$ cat src/rtl/moving_harmonic_restraint_defines.svh
// Assertion macros for the restraint block
`ifndef MOVING_HARMONIC_RESTRAINT_DEFINES_SVH
`define MOVING_HARMONIC_RESTRAINT_DEFINES_SVH

// Same-cycle implication, sampled on clk, off during reset
`define MHR_ASSERT_NOW(name, ante, cons, msg) \
  name: assert property (@(posedge clk) disable iff (rst) (ante) |-> (cons)) \
    else $error(msg);

// Next-cycle implication, sampled on clk, off during reset
`define MHR_ASSERT_NXT(name, ante, cons, msg) \
  name: assert property (@(posedge clk) disable iff (rst) (ante) |=> (cons)) \
    else $error(msg);

`endif

$ cat src/rtl/mhr_pkg.sv
package mhr_pkg;

  localparam int MAX_POINTS = 16;
  localparam int MAX_ARGS   = 8;
  localparam int FRAC_BITS  = 16;
  localparam int PT_W       = 4;
  localparam int ARG_W      = 3;
  localparam int TBL_W      = PT_W + ARG_W;

  // Operation codes
  localparam logic OP_LOAD = 1'b0;
  localparam logic OP_EVAL = 1'b1;

  // Configuration register indexes
  localparam logic CFG_NUM_POINTS = 1'b0;
  localparam logic CFG_SIDE_MODES = 1'b1;

  // Side modes
  localparam logic [1:0] SIDE_UPPER = 2'd1;
  localparam logic [1:0] SIDE_LOWER = 2'd2;

  typedef struct packed {
    logic                is_eval;
    logic [PT_W-1:0]     point_index;
    logic [ARG_W-1:0]    arg_index;
    logic [31:0]         step_value;
    logic signed [31:0]  kappa_value;
    logic signed [31:0]  center_value;
    logic signed [31:0]  arg_value;
    logic                last_arg;
  } item_t;

  typedef struct packed {
    logic  valid;
    item_t item;
  } head_t;

  typedef struct packed {
    logic pop;
    logic res_load;
  } back_stat_t;

endpackage

$ cat src/rtl/mhr_front.sv
module mhr_front (
  input  logic                clk,
  input  logic                rst,
  input  logic                in_valid,
  output logic                in_stall,
  input  logic                op,
  input  logic [3:0]          point_index,
  input  logic [2:0]          arg_index,
  input  logic [31:0]         step_value,
  input  logic signed [31:0]  kappa_value,
  input  logic signed [31:0]  center_value,
  input  logic signed [31:0]  arg_value,
  input  logic                last_arg,
  input  logic                pop,
  output mhr_pkg::head_t      head
);
  import mhr_pkg::*;

  item_t       entries [2];
  logic        wr_ptr;
  logic        rd_ptr;
  logic [1:0]  count;
  logic        push;
  logic        take;
  item_t       item_in;

  // Classify the incoming item and pack it
  always_comb begin
    item_in.is_eval      = (op == OP_EVAL);
    item_in.point_index  = point_index;
    item_in.arg_index    = arg_index;
    item_in.step_value   = step_value;
    item_in.kappa_value  = kappa_value;
    item_in.center_value = center_value;
    item_in.arg_value    = arg_value;
    item_in.last_arg     = last_arg;
  end

  assign in_stall   = (count == 2'd2);
  assign push       = in_valid && !in_stall;
  assign take       = pop && (count != 2'd0);
  assign head.valid = (count != 2'd0);
  assign head.item  = entries[rd_ptr];

  // Hold payload in the queue
  always_ff @(posedge clk) begin
    if (push) begin
      entries[wr_ptr] <= item_in;
    end
  end

  // Advance pointers and fill count
  always_ff @(posedge clk) begin
    if (rst) begin
      wr_ptr <= 1'b0;
      rd_ptr <= 1'b0;
      count  <= 2'd0;
    end else begin
      if (push) wr_ptr <= !wr_ptr;
      if (take) rd_ptr <= !rd_ptr;
      case ({push, take})
        2'b10:   count <= count + 2'd1;
        2'b01:   count <= count - 2'd1;
        default: count <= count;
      endcase
    end
  end

endmodule

$ cat config.mk
export PLATFORM = sky130hd
export DESIGN_NAME = mhr_front
export DESIGN_NICKNAME = d
export VERILOG_FILES = /design/src/rtl/moving_harmonic_restraint_defines.svh /design/src/rtl/mhr_pkg.sv /design/src/rtl/mhr_front.sv
export SDC_FILE = /design/constraint.sdc
export NUM_CORES = 1
export LEC_CHECK = 0
export ABC_AREA = 1
export BUFFER_PORTS_ARGS = -buffer_cell sky130_fd_sc_hd__buf_2
export CAP_MARGIN = 20
export CELL_PAD_IN_SITES_DETAIL_PLACEMENT = 0
export CELL_PAD_IN_SITES_GLOBAL_PLACEMENT = 1
export CORE_MARGIN = 2
export CORE_UTILIZATION = 30
export CTS_BUF_LIST = sky130_fd_sc_hd__clkbuf_16
export DETAILED_ROUTE_END_ITERATION = 12
export PLACE_DENSITY = 0.64
export RECOVER_POWER = 25
export SLEW_MARGIN = 40
export SYNTH_ARGS = -nofsm -noshare
export SYNTH_HDL_FRONTEND = slang
export SYNTH_SLANG_ARGS = --single-unit
$ cat constraint.sdc
create_clock -name clk -period 22.4 [get_ports clk]
set_clock_uncertainty 0.1 [all_clocks]
set_input_delay 2.24 -clock clk [delete_from_list [all_inputs] [get_ports clk]]
set_output_delay 2.24 -clock clk [all_outputs]
set_load 0.05 [all_outputs]
==> results.py <==
metrics = {
    "detailed_routing": {
        "wl_um": 20700,
        "first_pass_iters": 4,
        "vias": 5209,
        "drtAntennaViolNets": 0,
        "drtIter0Drc": 229,
        "vias_per_cell": 4.20,
        "wire_per_inst_um": 16.7,
        "drc": 0,
    },
    "synth": {
        "synth_nets": 608,
        "syn_inst": 466,
        "synth_cell_types": 12,
        "synth_top_cell_by_area": "edfxtp_1",
        "ys_seq_area_share_pct": 81.6,
        "ys_ff_latch": 279,
        "synth_top_cell_area_share_pct": 80.6,
        "yosysWarnings": 0,
        "ys_top_cells_by_area": "edfxtp_1, mux2_2, clkbuf_8, dfxtp_1, buf_6",
        "synth_area_sq_um": 10200,
        "postSynthAreaPerCell_sq_um": 21.9,
    },
    "worst_setup_path": {
        "crit_family": "buffers and inverters",
        "cp.depth": 3,
        "path_cells": "buf_6 > mux2_2 > buf_2",
        "reg2reg_depth": 5,
        "crit_slowest_cell": "buf_6",
        "end_kind": "primary output",
        "path_class": "flop to primary output",
        "reg2reg_from": "count[0]",
        "cp.buffers_inverters": 2,
        "cpPeakStageDelay_ns": 0.64,
        "r2r_end": "entries[1][23]",
        "crit_path_start_kind": "flop",
        "crit_path_max_fanout": 75,
        "worst_ep_required_time_ns": 20.06,
        "rrSetupSlack_ns": 19.89,
        "crit_arrival_ns": 2.49,
    },
    "worst_hold_path": {
        "worstHoldEndpoint": "rd_ptr",
        "min-delay-start": "rd_ptr",
        "hold_class": "flop to flop",
        "hold_depth": 2,
    },
    "clock_tree": {
        "tritoncts": "yes",
        "cts_hold_buf": 0,
        "cts_buffer_depth": 3,
        "cts_resized": 0,
        "clock_latency_ns": 0.55,
        "htree_levels": 1,
        "cts-root-buf": "clkbuf_16",
        "cts.clk_slew.worst_paths_ns": 0.06,
        "cts_sinks": 279,
        "post_cts_buffers": 0,
        "cts-buffers-inserted": 31,
    },
    "final_layout": {
        "fin_nets": 910,
        "fin_area_sq_um": 13000,
        "drive_gt1_share_pct": 56.5,
        "layout_common_cells": "edfxtp_1, buf_2, mux2_2",
        "final_common_cell": "edfxtp_1",
        "syn2layout_area_growth_pct": 27.5,
    },
    "global_routing": {
        "grt_max_degree": 76,
        "grt_antenna_before_repair": 2,
        "grt_overflow": 0,
        "grt_pass1_vias": 5491,
        "grt_use_total_pct": 11.2,
        "grt_pass1_wl_um": 31000,
    },
    "floorplanning": {
        "start_util_pct": 30.5,
        "die_w_um": 188,
        "die_h_um": 188,
        "rows": 67,
        "core_area_sq_um": 33500,
        "die_area_sq_um": 35500,
        "num_io_pins": 280,
    },
    "job": {
        "max-cap-violations": 0,
    },
    "pwr": {
        "p_leak_nw": 4.77,
        "p_per_area_nw_per_um2": 119,
        "ir_worst_vdd_mv": 0.0748,
    },
    "placed_design": {
        "placed_area_sq_um": 12100,
        "place_hpwl_um": 13400,
        "place_congestion": 0.700,
        "io_buffers": 279,
    },
    "timing": {
        "period_share_pct": 21.6,
        "slew_headroom_pct": 50.8,
        "slew_viol_final": 0,
        "tns_ns": 0,
        "holdWs_ns": 0.400,
        "rsz0062_at_grt": "false",
        "finalCriticalPeriod_ns": 4.83,
        "max_freq_mhz": 207,
        "final-hold-violation-count": 0,
        "setup_violations": 0,
        "tightest_slew_ns": 0.739,
    },
    "status": {
        "status": "finished, final reports clean",
    },
}
==> how the worst max path moves through the flow <==
stage	slack [ns]	to	startpoint
floorplan	13.48	entries[0][0]	in_valid
global placement	17.42	head[97]	flop
detailed placement	17.92	entries[1][2]	in_valid
CTS	17.47	head[97]	flop
global route	17.40	head[97]	flop
finish	17.57	head[97]	flop
==> power by group <==
group / switching, mW / total (mW) / internal (mW)
sequential: 0.0156 / 0.655 / 0.639
combinational: 0.296 / 0.402 / 0.106
clock: 0.196 / 0.492 / 0.295
==> cell families after synthesis <==
logic type | synth area share, %
compound gates | 0.147
mux | 15.1
fa+ha+maj | 0.123
simple gates | 0.796
buf+inv | 2.27
flops | 81.6
==> Yosys cell counts <==
master / n
dfxtp_1: 5
edfxtp_1: 274
clkbuf_8: 10
nand4_1: 1
ha_1: 1
mux2_2: 137
buf_6: 5
inv_1: 10
nand2_1: 8
o21ai_0: 2
nor2_1: 12
a21oi_1: 1
==> flip-flops by register name, summed over array words and instances (netlist names), named ones only <==
signal	flops
count	2
entries	274
rd_ptr	1
wr_ptr	1
==> per-stage QoR <==
step | setup slack (ns) | cells | utilization, % | power, mW
floorplan | 13.48 | 466 | - | 0.997
global placement | 17.42 | 1182 | 35.8 | 1.07
detailed placement | 17.92 | 1183 | 36.0 | 1.07
CTS | 17.47 | 1238 | 38.9 | 1.57
global route | 17.40 | 1238 | 38.8 | 1.61
finish | 17.57 | 1240 | 38.8 | 1.55
==> tightest hold or removal path: stages, from the launching register on <==
cell and delay, ns:
dfxtp_1 0.33, nor2_1 0.06, nor2_1 0.08
==> layout make-up <==
type                    count  area, sq um
well taps                 448          561
diodes                      2         5.00
flip-flops and latches    279         8330
clock buffers              31          776
clock inverters            24          216
multi-input cells         162         1660
fillers                  3160        20500
repair buffers            284         1430
inverters                  10         42.5
==> layer usage <==
| layer | routed length, um | GRT usage, % | vias to the layer above | share of wire, % |
|---|---|---|---|---|
| li1 | - | - | 2442 | - |
| met1 | 8250 | 13.9 | 2531 | 40 |
| met2 | 9760 | 18.2 | 199 | 47 |
| met3 | 2030 | 4.38 | 37 | 9.8 |
| met4 | 641 | 3.58 | 0 | 3.1 |
| met5 | 0 | 0 | - | 0 |
No activity file was read; power rests on OpenSTA's default activity.
